### config.mk
export PLATFORM = sky130hd
export DESIGN_NAME = event_signature_matcher_flat
export DESIGN_NICKNAME = d
export VERILOG_FILES = /design/src/hdl/esm_pkg.sv /design/src/hdl/esm_if.sv /design/src/hdl/event_signature_matcher.sv /design/src/flat_wrapper.sv
export SDC_FILE = /design/constraint.sdc
export NUM_CORES = 1
export LEC_CHECK = 0
export BUFFER_PORTS_ARGS = -buffer_cell sky130_fd_sc_hd__buf_2
export CAP_MARGIN = 20
export CORE_MARGIN = 1.5
export CORE_UTILIZATION = 35
export DETAILED_ROUTE_END_ITERATION = 7
export SYNTH_ARGS = -nofsm -noshare
export SYNTH_HDL_FRONTEND = slang
export SYNTH_SLANG_ARGS = --single-unit
### constraint.sdc
create_clock -name clk_i -period 9.6 [get_ports clk_i]
set_input_delay 0.48 -clock clk_i [delete_from_list [all_inputs] [get_ports clk_i]]
set_output_delay 0.48 -clock clk_i [all_outputs]
set_load 0.05 [all_outputs]
### src/hdl/esm_pkg.sv
// ----------------------------------------------------------------------------
// esm_pkg: shared types and constants of the event signature matcher
// Item layouts, action and event-kind codes, and the fixed match strings.
// ----------------------------------------------------------------------------
package esm_pkg;

  // Window depths and the path length counter.
  localparam int unsigned PathDepth = 21;
  localparam int unsigned CmdDepth  = 9;
  localparam int unsigned LenWidth  = 5;
  localparam int unsigned NumPfx    = 4;
  localparam int unsigned NumCmdPat = 8;
  localparam int unsigned NumRules  = 7;
  localparam int unsigned PfxMax    = 20;

  // Action codes of an input item.
  typedef enum logic [1:0] {
    ActPath = 2'd0,
    ActCmd  = 2'd1,
    ActEnd  = 2'd2,
    ActNone = 2'd3
  } action_e;

  // Event kinds that the rules look at.
  localparam logic [2:0] KindProcStart = 3'd1;
  localparam logic [2:0] KindCreated   = 3'd2;
  localparam logic [2:0] KindModified  = 3'd3;
  localparam logic [2:0] KindMoved     = 3'd4;

  // Execute bits of the file mode (owner, group, other).
  localparam logic [11:0] ExecMask = 12'o0111;

  // Severity codes.
  localparam logic [1:0] SevNone     = 2'd0;
  localparam logic [1:0] SevMedium   = 2'd1;
  localparam logic [1:0] SevHigh     = 2'd2;
  localparam logic [1:0] SevCritical = 2'd3;

  // Windows hold the newest byte in element 0.
  typedef logic [PathDepth-1:0][7:0] path_win_t;
  typedef logic [CmdDepth-1:0][7:0]  cmd_win_t;
  typedef logic [PfxMax-1:0][7:0]    pfx_text_t;

  // Prefixes, right-justified: character p of a prefix of length n sits in
  // byte n-1-p. Bit 0 /tmp/, bit 1 /var/tmp/, bit 2 /dev/shm/, bit 3 systemd.
  localparam pfx_text_t PfxText [NumPfx] = '{
    160'("/tmp/"),
    160'("/var/tmp/"),
    160'("/dev/shm/"),
    160'("/etc/systemd/system/")
  };
  localparam logic [LenWidth-1:0] PfxLen [NumPfx] = '{5'd5, 5'd9, 5'd9, 5'd20};

  // Suffix that marks an authorized keys file; it fills the whole window.
  localparam path_win_t KeysText = 168'({"/.ssh/authorized", "_keys"});

  // Command substrings, right-justified so the last character is the newest.
  localparam cmd_win_t CmdPat [NumCmdPat] = '{
    72'("curl "),
    72'("wget "),
    72'("| sh"),
    72'("| bash"),
    72'("/dev/tcp/"),
    72'("base64"),
    72'(" -d"),
    72'("--decode")
  };
  localparam cmd_win_t CmdMask [NumCmdPat] = '{
    {{4{8'h00}}, {5{8'hff}}},
    {{4{8'h00}}, {5{8'hff}}},
    {{5{8'h00}}, {4{8'hff}}},
    {{3{8'h00}}, {6{8'hff}}},
    {9{8'hff}},
    {{3{8'h00}}, {6{8'hff}}},
    {{6{8'h00}}, {3{8'hff}}},
    {{1{8'h00}}, {8{8'hff}}}
  };

  // One input item.
  typedef struct packed {
    logic [1:0]  action;
    logic [7:0]  char_byte;
    logic [2:0]  event_kind;
    logic [11:0] permission_bits;
  } in_item_t;

  // One result item.
  typedef struct packed {
    logic [NumRules-1:0] rule_mask;
    logic [2:0]          fired_count;
    logic [1:0]          top_severity;
  } out_item_t;

  // Expected character of prefix sel at path position pos (pos below length).
  function automatic logic [7:0] pfx_char(input logic [1:0] sel,
                                          input logic [LenWidth-1:0] pos);
    logic [LenWidth-1:0] idx;
    idx = PfxLen[sel] - 5'd1 - pos;
    return PfxText[sel][idx];
  endfunction

endpackage

### src/hdl/esm_if.sv
// ----------------------------------------------------------------------------
// esm_in_if / esm_out_if: valid-ready channels of the event signature matcher
// One request moves when valid and ready are both high at a clock edge.
// ----------------------------------------------------------------------------
interface esm_in_if;
  import esm_pkg::*;

  logic     valid;
  logic     ready;
  in_item_t data;

  modport source (output valid, output data, input ready);
  modport sink   (input valid, input data, output ready);
endinterface

interface esm_out_if;
  import esm_pkg::*;

  logic      valid;
  logic      ready;
  out_item_t data;

  modport source (output valid, output data, input ready);
  modport sink   (input valid, input data, output ready);
endinterface

### src/hdl/event_signature_matcher.sv
// ----------------------------------------------------------------------------
// event_signature_matcher: streaming rule matcher for process and file events
// Scans path and command bytes and reports fired rules at end of event.
// ----------------------------------------------------------------------------
// The block takes one request per clock cycle: a path byte, a command byte or
// an end-of-event request. Each request is held in an input register,
// where the prefix, suffix and substring logic updates the matcher state; an
// end-of-event request loads the result register as it leaves the input
// register, and the state is cleared for the next event. The input side
// stalls only when an end-of-event request reaches the input register while
// the previous result is still waiting in the result register.
module event_signature_matcher
  import esm_pkg::*;
(
  input  logic         clk_i,
  input  logic         rst_ni,
  esm_in_if.sink       in_i,
  esm_out_if.source    out_o
);

  // Input stage.
  logic     stage_valid_q;
  in_item_t stage_q;
  logic     stage_is_end;
  logic     stage_adv;
  logic     out_free;

  // Matcher state.
  path_win_t           path_tail_q, path_tail_d;
  cmd_win_t            cmd_tail_q, cmd_tail_d;
  logic [LenWidth-1:0] path_len_q, path_len_d;
  logic [NumPfx-1:0]   pfx_alive_q, pfx_alive_d;
  logic [NumCmdPat-1:0] cmd_seen_q, cmd_seen_d;

  // Result register.
  logic      out_valid_q;
  out_item_t out_q, out_d;

  // Handshake: the stage drains unless an end request meets a full result.
  assign stage_is_end = (stage_q.action == ActEnd);
  assign out_free     = !out_valid_q || out_o.ready;
  assign stage_adv    = stage_valid_q && (!stage_is_end || out_free);
  assign in_i.ready   = !stage_valid_q || stage_adv;
  assign out_o.valid  = out_valid_q;
  assign out_o.data   = out_q;

  always_ff @(posedge clk_i or negedge rst_ni) begin
    if (!rst_ni) begin
      stage_valid_q <= 1'b0;
    end else if (in_i.ready) begin
      stage_valid_q <= in_i.valid;
    end
  end

  always_ff @(posedge clk_i) begin
    if (in_i.valid && in_i.ready) begin
      stage_q <= in_i.data;
    end
  end

  // State update and rule evaluation for the request in the stage.
  always_comb begin
    logic temp_hit;
    logic sysd_hit;
    logic keys_hit;
    logic is_proc;
    logic is_file;
    logic [NumRules-1:0] fire;
    logic [2:0] cnt;
    logic [1:0] sev;

    path_tail_d = path_tail_q;
    cmd_tail_d  = cmd_tail_q;
    path_len_d  = path_len_q;
    pfx_alive_d = pfx_alive_q;
    cmd_seen_d  = cmd_seen_q;

    // Path state at end of event.
    temp_hit = 1'b0;
    for (int i = 0; i < 3; i++) begin
      temp_hit = temp_hit || (pfx_alive_q[i] && (path_len_q >= PfxLen[i]));
    end
    sysd_hit = pfx_alive_q[3] && (path_len_q >= PfxLen[3]);
    keys_hit = (path_len_q >= LenWidth'(PathDepth)) && (path_tail_q == KeysText);

    is_proc = (stage_q.event_kind == KindProcStart);
    is_file = (stage_q.event_kind == KindCreated) ||
              (stage_q.event_kind == KindModified) ||
              (stage_q.event_kind == KindMoved);

    fire[0] = is_proc && temp_hit;
    fire[1] = is_proc && (|cmd_seen_q[1:0]) && (|cmd_seen_q[3:2]);
    fire[2] = is_proc && cmd_seen_q[4];
    fire[3] = is_proc && cmd_seen_q[5] && (|cmd_seen_q[7:6]);
    fire[4] = is_file && sysd_hit;
    fire[5] = is_file && keys_hit;
    fire[6] = is_file && temp_hit && ((stage_q.permission_bits & ExecMask) != '0);

    cnt = '0;
    for (int i = 0; i < NumRules; i++) begin
      cnt = cnt + {2'b00, fire[i]};
    end

    // Highest severity among the fired rules.
    if (fire[1]) begin
      sev = SevCritical;
    end else if (fire[0] || fire[2] || fire[4] || fire[5] || fire[6]) begin
      sev = SevHigh;
    end else if (fire[3]) begin
      sev = SevMedium;
    end else begin
      sev = SevNone;
    end

    out_d.rule_mask    = fire;
    out_d.fired_count  = cnt;
    out_d.top_severity = sev;

    case (action_e'(stage_q.action))
      ActPath: begin
        // Drop each prefix whose character at this position differs.
        for (int i = 0; i < NumPfx; i++) begin
          if ((path_len_q < PfxLen[i]) &&
              (stage_q.char_byte != pfx_char(2'(i), path_len_q))) begin
            pfx_alive_d[i] = 1'b0;
          end
        end
        if (path_len_q != '1) begin
          path_len_d = path_len_q + 5'd1;
        end
        path_tail_d = {path_tail_q[PathDepth-2:0], stage_q.char_byte};
      end
      ActCmd: begin
        // Shift the command window and set sticky substring flags.
        cmd_tail_d = {cmd_tail_q[CmdDepth-2:0], stage_q.char_byte};
        for (int i = 0; i < NumCmdPat; i++) begin
          if (((cmd_tail_d ^ CmdPat[i]) & CmdMask[i]) == '0) begin
            cmd_seen_d[i] = 1'b1;
          end
        end
      end
      ActEnd: begin
        // Clear everything for the next event.
        path_tail_d = '0;
        cmd_tail_d  = '0;
        path_len_d  = '0;
        pfx_alive_d = '1;
        cmd_seen_d  = '0;
      end
      default: begin
      end
    endcase
  end

  // Matcher state registers.
  always_ff @(posedge clk_i or negedge rst_ni) begin
    if (!rst_ni) begin
      path_tail_q <= '0;
      cmd_tail_q  <= '0;
      path_len_q  <= '0;
      pfx_alive_q <= '1;
      cmd_seen_q  <= '0;
    end else if (stage_adv) begin
      path_tail_q <= path_tail_d;
      cmd_tail_q  <= cmd_tail_d;
      path_len_q  <= path_len_d;
      pfx_alive_q <= pfx_alive_d;
      cmd_seen_q  <= cmd_seen_d;
    end
  end

  // Result register.
  always_ff @(posedge clk_i or negedge rst_ni) begin
    if (!rst_ni) begin
      out_valid_q <= 1'b0;
    end else if (stage_adv && stage_is_end) begin
      out_valid_q <= 1'b1;
    end else if (out_o.ready) begin
      out_valid_q <= 1'b0;
    end
  end

  always_ff @(posedge clk_i) begin
    if (stage_adv && stage_is_end) begin
      out_q <= out_d;
    end
  end

  // An end request that leaves the stage always produces a result.
  assert property (@(posedge clk_i) disable iff (!rst_ni)
    stage_adv && stage_is_end |=> out_valid_q)
    else $error("End of event did not load a result.");

  // State is back at its reset value after an end request.
  assert property (@(posedge clk_i) disable iff (!rst_ni)
    stage_adv && stage_is_end |=> (path_len_q == '0) && (cmd_seen_q == '0) &&
                                  (pfx_alive_q == '1))
    else $error("Matcher state not cleared after end of event.");

  // The count and severity agree with the mask.
  assert property (@(posedge clk_i) disable iff (!rst_ni)
    out_valid_q |-> (32'(out_q.fired_count) == $countones(out_q.rule_mask)) &&
                    ((out_q.rule_mask == '0) == (out_q.top_severity == SevNone)))
    else $error("Result fields disagree with the rule mask.");

endmodule

### src/flat_wrapper.sv
// flat-port wrapper written by rule: the top's interface ports become plain ports
module event_signature_matcher_flat import esm_pkg::*;
  (clk_i, rst_ni, in_i_valid, in_i_data, in_i_ready, out_o_valid, out_o_data, out_o_ready);
  esm_in_if in_i_i ();
  esm_out_if out_o_i ();
  input  logic clk_i;
  input  logic rst_ni;
  input wire logic [$bits(in_i_i.valid)-1:0] in_i_valid;
  input wire logic [$bits(in_i_i.data)-1:0] in_i_data;
  output wire logic [$bits(in_i_i.ready)-1:0] in_i_ready;
  output wire logic [$bits(out_o_i.valid)-1:0] out_o_valid;
  output wire logic [$bits(out_o_i.data)-1:0] out_o_data;
  input wire logic [$bits(out_o_i.ready)-1:0] out_o_ready;
  assign in_i_i.valid = in_i_valid;
  assign in_i_i.data = in_i_data;
  assign in_i_ready = in_i_i.ready;
  assign out_o_valid = out_o_i.valid;
  assign out_o_data = out_o_i.data;
  assign out_o_i.ready = out_o_ready;
  event_signature_matcher u_core (.clk_i(clk_i), .rst_ni(rst_ni), .in_i(in_i_i), .out_o(out_o_i));
endmodule
==> results.md, run 1 <==
- Min-Delay Path Class: input pin to async pin
- Share of the synthesized area in the top cell type: between 40% and 50%
- Sink Count: between 200 and 300
- Post-synthesis cell area: approximately 13,000 um^2
- FF-to-FF End: u_core.out_o.data[4]
- Post-CTS Setup Inserts: 0
- CTS max path bufs: 3
- CP max FO: 24
- Startpoint Class: flip-flop
- Input/output buffers: 33
- Max Fclk: around 230 MHz
- Ant diodes: 0
- RSZ-0062 raised after global routing: no
- Most common cell on crit path: inv_1
- Routed vias/inst: between 5 and 6
- FFs w/ async S/R, synth: between 80% and 90%
- Yosys warnings: 0
- Chip Width: between 150 and 200 um
- I/O pin total: 43
- Global route total overflow: 0
- Top FF cell, synth: dfrtp_1
- Core area: about 37,000 um^2
- CTS root buffer: clkbuf_16
- Distinct cells, synth: between 80 and 90
- Final GP Congestion: around 0.90
- Final Max Slew Viols: 0
- Most frequent cells in the layout: dfrtp_1 (247), a22o_1 (168), nand2_1 (100)
- Post-DP HPWL: 19.52 mm
- VDD IR max: 0.1299 mV
- Max_slew headroom: 30.14%
- Reg2Reg Depth: 14
- Number of global-route vias before repair: 8,870
- Register-to-register setup slack: 5.22 ns
- Met1 WL: 14.77 mm
- Most common cell after layout, fill and taps aside: dfrtp_1
- Sequential area share after synthesis: approximately 55%
- Vias: ~9,000
- Cell taking the most area after synthesis: dfrtp_1
- Pwr/cell area: about 200 nW/um^2
- Clk_lat worst skew: 0.58 ns
- Final setup viols: 0
- #FFs+latches synth: roughly 280
- Area contributors post-synth: dfrtp_1 (48%), a22o_1 (11%), edfxtp_1 (6.5%)
- DR pass1 iterations: 5
- Final period utilization: between 40% and 50%
- Area delta synth->final: 11.56%
- Die H: a little under 200 um
- Pre-CTS WS: between 5 and 6 ns
- Post-Syn Area per Cell: between 10 and 15 um^2
- TritonCTS buffer count: 31
- Status: completed
- Cells after synthesis: roughly 1,200
- Initial drt markers: 755
- Hold WS: around 0.036 ns
- Initial antenna violation count: 0
- Rows: 70
- CTS Hold Buffers Added: 0
- CTS-repair resized insts: 0
- Crit Reg-Reg Startpoint: u_core.path_len_q[2]
- Pin count of the biggest net entering global routing: 130
- Leak Pwr: 6.192 nW
- Critical Path Sink Type: flip-flop
- DR WL/cell: approximately 19 um
- CP endpoint: u_core.out_o.data[4]
- Final Hold Fails: 0
- CP arrival: 4.69 ns
- Tmin final: roughly 4.4 ns
- WP data required: a little under 10 ns
- # DRC: 0
- Mapped Nets: around 1,200
- Setup WS post-layout: 5.223 ns
- Crit path from: u_core.path_len_q[2]
- Share of layout cells above drive strength 1: about 10%
- Area post-placement: ~13,000 um^2
- Design Area, Final: between 10,000 and 15,000 um^2
- CTS tree: done
- Final WL: roughly 30 mm
- Worst Max-Slew Pin Slew: around 1.0 ns
- Total GRT Usage: between 10% and 20%
- H-tree depth: 1
- Met3 wire length: 1.217 mm
- Clock slew at reported path FFs: roughly 0.06 ns
- Sum of negative setup slack: 0 ns
- Top routing layer in use: met4
- Antenna Nets Post-Route: 0
- First-pass GRT wire length: between 50 and 60 mm
- Crit path cell chain: inv_1 -> ha_1 -> a211oi_1 -> o21ai_0 -> and2_1 -> ha_1 -> fa_1 -> inv_1 -> fa_1 -> inv_1 -> ha_1 -> inv_1 -> fa_1 -> xnor2_1
- Fin nets: around 1,200
- Max-capacitance violation count: 0
- Crit Path Class: flip-flop to flip-flop
- Layout Skew: 0.02726 ns
- CP peak stage delay: between 0.8 and 0.9 ns
- Initial Util: 35.52%
- Slowest-stage cell, CP: dfrtp_1
- Wire length on met2: 13.62 mm
- Post-synth EDFFs: 28
- Total die area: roughly 38,000 um^2
[critical path, delay by kind of cell, from the launching register on]
| kind | cells | cell delay [ns] |
|---|---|---|
| flops | 1 | 0.88 |
| fa+ha+maj | 6 | 2.10 |
| simple gates | 1 | 0.20 |
| buf+inv | 4 | 0.42 |
| xor+xnor | 1 | 0.14 |
| compound gates | 2 | 0.39 |
[layer usage]
metal	track usage, %	vias to the layer above
li1	-	4302
met1	24.00	4505
met2	24.35	175
met3	2.021	47
met4	5.168	0
met5	0	-
[worst min-delay path by stage]
stage / to / cells after the start
2_1_floorplan: u_core.cmd_seen_q[0] / 0
3_3_place_gp: u_core.cmd_tail_q[63] / 2
3_5_place_dp: u_core.cmd_tail_q[63] / 2
4_1_cts: u_core.stage_q[18] / 1
5_1_grt: u_core.stage_q[18] / 1
6_report: u_core.path_tail_q[121] / 1
[Yosys cell counts (all sizes together), types with 4 or more instances]
| library cell | count |
|---|---|
| a211oi | 6 |
| a21o | 5 |
| a21oi | 27 |
| a22o | 168 |
| and2 | 7 |
| and3 | 4 |
| and4b | 7 |
| buf | 17 |
| clkbuf | 64 |
| dfrtp | 247 |
| dfstp | 4 |
| edfxtp | 28 |
| ha | 21 |
| inv | 17 |
| mux2i | 7 |
| nand2 | 101 |
| nand2b | 71 |
| nand3 | 17 |
| nand3b | 6 |
| nand4 | 23 |
| nand4b | 18 |
| nor2 | 29 |
| nor2b | 16 |
| nor3 | 16 |
| nor3b | 4 |
| nor4 | 13 |
| nor4b | 8 |
| nor4bb | 21 |
| o211ai | 6 |
| o21ai | 82 |
| o31ai | 7 |
| or2 | 4 |
| or3 | 4 |
| or4 | 7 |
| xnor2 | 13 |
| xor2 | 6 |
[sequential cells by signal (all words and copies together), names as in the netlist]
| register | count |
|---|---|
| u_core.path_tail_q | 168 |
| u_core.cmd_tail_q | 64 |
| u_core.stage_q | 16 |
| u_core.out_o.data | 12 |
| u_core.cmd_seen_q | 8 |
| u_core.path_len_q | 5 |
| u_core.pfx_alive_q | 4 |
| u_core.out_o.valid | 1 |
| u_core.stage_valid_q | 1 |
[cell families (layout without fill, tap and decap cells)]
family / after synthesis / in the layout / synth area share (%)
flip-flops: 279 / 279 / 54.93
multiplexers: 9 / 9 / 0.7137
buffers and inverters: 98 / 115 / 3.115
AND/OR/NAND/NOR: 387 / 387 / 17.78
adder cells (fa/ha/maj): 24 / 24 / 2.488
AO/OA/AOI/OAI: 334 / 334 / 19.57
XOR/XNOR: 19 / 19 / 1.398
[report_power, final]
| part | total [mW] | switching, mW | leakage, nW | internal, mW |
|---|---|---|---|---|
| Clock | 1.15 | 0.476 | 0.484 | 0.672 |
| Combinational | 0.387 | 0.232 | 2.00 | 0.156 |
| Sequential | 1.37 | 0.104 | 3.71 | 1.27 |
| Total | 2.91 | 0.812 | 6.19 | 2.10 |
[layout make-up]
cell class,count,area (um^2)
clock buffer,43,850.8
clock inverter,15,136.4
fill,3463,22050
inverter,17,63.81
multi-input combinational,773,5470
sequential,279,7127
tap,468,585.6
timing repair buffer,40,240.2
[stage by stage]
stage               power [mW]  instances  utilization, %
floorplan                1.659       1150               -
global placement         1.770       1576           36.87
detailed placement       1.780       1577           36.93
CTS                      2.940       1635           39.63
global route             3.052       1635           39.63
finish                   2.909       1635           39.63
No activity file was read; power rests on OpenSTA's default activity.
==> run 2: changes to the inputs <==
==> constraint.sdc (replaced) <==
create_clock -name clk_i -period 3.5 [get_ports clk_i]
set_input_delay 0.175 -clock clk_i [delete_from_list [all_inputs] [get_ports clk_i]]
set_output_delay 0.175 -clock clk_i [all_outputs]
set_load 0.05 [all_outputs]
==> results.md, run 2 (same netlist as run 1, synthesis figures left out) <==
- Status: finished, violations left
- Failing checks: negative setup slack
- FF-to-FF End: u_core.out_o.data[3]
- Area post-placement: about 14,000 um^2
- CP peak stage delay: 0.54 ns
- Combinational share of power: about 15%
- Tmin final: ~3.6 ns
- TritonCTS buffer count: 34
- Crit Path Class: flip-flop to flip-flop
- Reg2Reg Depth: 14
- Routed vias/inst: ~5.5
- VDD IR max: ~0.24 mV
- RSZ-0062 raised after global routing: yes
- Worst Max-Slew Pin Slew: 0.9030 ns
- Area delta synth->final: 17.58%
- CP arrival: 3.88 ns
- CTS tree: done
- Top flop regs: u_core.path_tail_q: 168 flops, u_core.cmd_tail_q: 64 flops, u_core.stage_q: 16 flops
- Final GP Congestion: roughly 0.9
- Final period utilization: 102.8%
- CTS max path bufs: 3
- # DRC: 0
- CP Depth: 14
- Initial Util: between 30% and 40%
- Number of fill cells: approximately 3,400
- Max_slew headroom: approximately two fifths
- Initial antenna violation count: 0
- Met2 usage: between 20% and 30%
- Max-capacitance violation count: 0
- Core area: about 37,000 um^2
- Total GRT Usage: roughly 17%
- Final Max Slew Viols: 0
- CP delay by family, top: adder cells
- Pwr/cell area: around 550 nW/um^2
- Clk_lat worst skew: 0.52 ns
- Rows: 70
- Post-layout util: 41.77%
- Most common cell after layout, fill and taps aside: dfrtp_1
- Max Fclk: between 200 and 300 MHz
- Vias: approximately 9,300
- Share of layout cells above drive strength 1: 15.15%
- CP max FO: 5
- Leak Pwr: roughly 6.6 nW
- Min-Delay Path Class: input pin to async pin
- Register-to-register setup slack: -0.1 ns
- H-tree depth: 2
- Initial drt markers: around 750
- Startpoint Class: flip-flop
- Antenna Nets Post-Route: 0
- Sink Count: 279
- Pin count of the biggest net entering global routing: 93
- Ant diodes: 0
- Post-DP HPWL: 21.40 mm
- Tot Pwr: approximately 8.5 mW
- Met3 Usage GRT: 3.247%
- Most common cell on crit path: inv_1
- CTS root buffer: clkbuf_16
- Clk pwr share: about two fifths
- Input/output buffers: 33
- Worst Path Buf+Inv: 5
- Final setup viols: 2
- Global route total overflow: 0
- Reg with most FFs: u_core.path_tail_q
- I/O pin total: between 40 and 50
- WP data required: 3.78 ns
- Crit path cell chain: buf_6 -> o31a_1 -> a211oi_2 -> o21ai_2 -> and2_4 -> ha_4 -> fa_1 -> inv_1 -> fa_1 -> inv_1 -> ha_2 -> inv_2 -> fa_2 -> inv_1
- GR peak layer: met2
- Clock slew at reported path FFs: 0.06 ns
- Final Hold Fails: 0
- Layout Skew: 0.01732 ns
- Max FFs per register: 168
- Slowest-stage cell, CP: fa_2
- Met1 usage: between 20% and 30%
- First-pass GRT wire length: 52.77 mm
- Reg power frac: approximately 44%
- Fin nets: about 1,300
- Internal cell power: around 6.1 mW
- Design Area, Final: approximately 15,000 um^2
- Crit Reg-Reg Startpoint: u_core.path_len_q[1]
- Sum of negative setup slack: -0.1233 ns
- DR pass1 iterations: 5
- Die H: 195.5 um
- Most frequent cells in the layout: dfrtp_1 (244), a22o_1 (168), nand2_1 (100)
- Total die area: 38,230 um^2
- Psw: 2.329 mW
- Critical Path Sink Type: flip-flop
- DR WL/cell: roughly 19 um
- Net Sw Frac: approximately 28%
- Setup WS post-layout: -0.09934 ns
- Final WL: 32.44 mm
- Chip Width: 195.5 um
- Number of global-route vias before repair: roughly 9,300
[run 2: changes by cell type in the layout (fill, tap and decap cells not counted), moves of 4 or more]
cell,before,now
buf_4,6,37
dlygate4sd3_1,0,19
buf_12,1,8
clkinv_1,7,1
ha_1,21,15
clkbuf_16,31,35
[run 2: final cells by class]
class,instances,area [um^2],area share [%]
clock inverters,10,110.1,0.7218
multi-input cells,773,5552,36.39
flip-flops and latches,279,7131,46.74
clock buffers,51,996.0,6.529
well taps,468,585.6,3.839
repair buffers,98,814.5,5.340
inverters,17,66.31,0.4347
[run 2: metal layers]
layer  routed length (um)  vias up
li1                     -     4399
met1                15260     4656
met2                14800      191
met3                 1691       38
met4                  697        0
met5                    0        -
[run 2: what timing repair did]
item                                    in CTS  in global routing
setup buffers                                4                  2
pin swaps                                    3                  5
gates resized for setup                      2                 12
endpoints found under the setup margin       2                  5
hold buffers                                19                  0
hold endpoints to repair                    97                  0
[run 2: worst max path at each step]
stage	to	startpoint	slack (ns)
after floorplan	u_core.out_o.data[3]	u_core.path_len_q[2]	-0.11
after global placement	u_core.out_o.data[3]	u_core.path_len_q[2]	-0.06
after detailed placement	u_core.out_o.data[3]	u_core.path_len_q[2]	-0.10
after CTS	u_core.out_o.data[3]	u_core.path_len_q[0]	-0.06
after global routing	u_core.out_o.data[3]	u_core.path_len_q[1]	-0.22
final	u_core.out_o.data[3]	u_core.path_len_q[1]	-0.1
[run 2: power by group through the flow]
stage          registers (mW)  logic (mW)  clock network (mW)
2_1_floorplan            3.70       0.864                   0
3_3_place_gp             3.79        1.18                   0
3_5_place_dp             3.79        1.20                   0
4_1_cts                  3.73        1.23                3.57
5_1_grt                  3.77        1.39                3.72
6_report                 3.74        1.25                3.47
[run 2: through the flow]
stage	std cells	setup slack, ns	hold WS [ns]
detailed placement	1611	-0.1027	0.2122
finish	1696	-0.09934	0.2380
floorplan	1150	-0.1069	-0.1206
CTS	1695	-0.05537	0.2617
global placement	1611	-0.05749	0.2108
global route	1696	-0.2219	0.2902
[run 2: worst register-to-register path, cell delays in order, from the launching register on]
cell,delay [ns]
dfrtp_2,0.45
buf_6,0.13
o31a_1,0.30
a211oi_2,0.24
o21ai_2,0.08
and2_4,0.15
ha_4,0.23
fa_1,0.48
inv_1,0.05
fa_1,0.42
inv_1,0.07
ha_2,0.16
inv_2,0.04
fa_2,0.54
inv_1,0.04
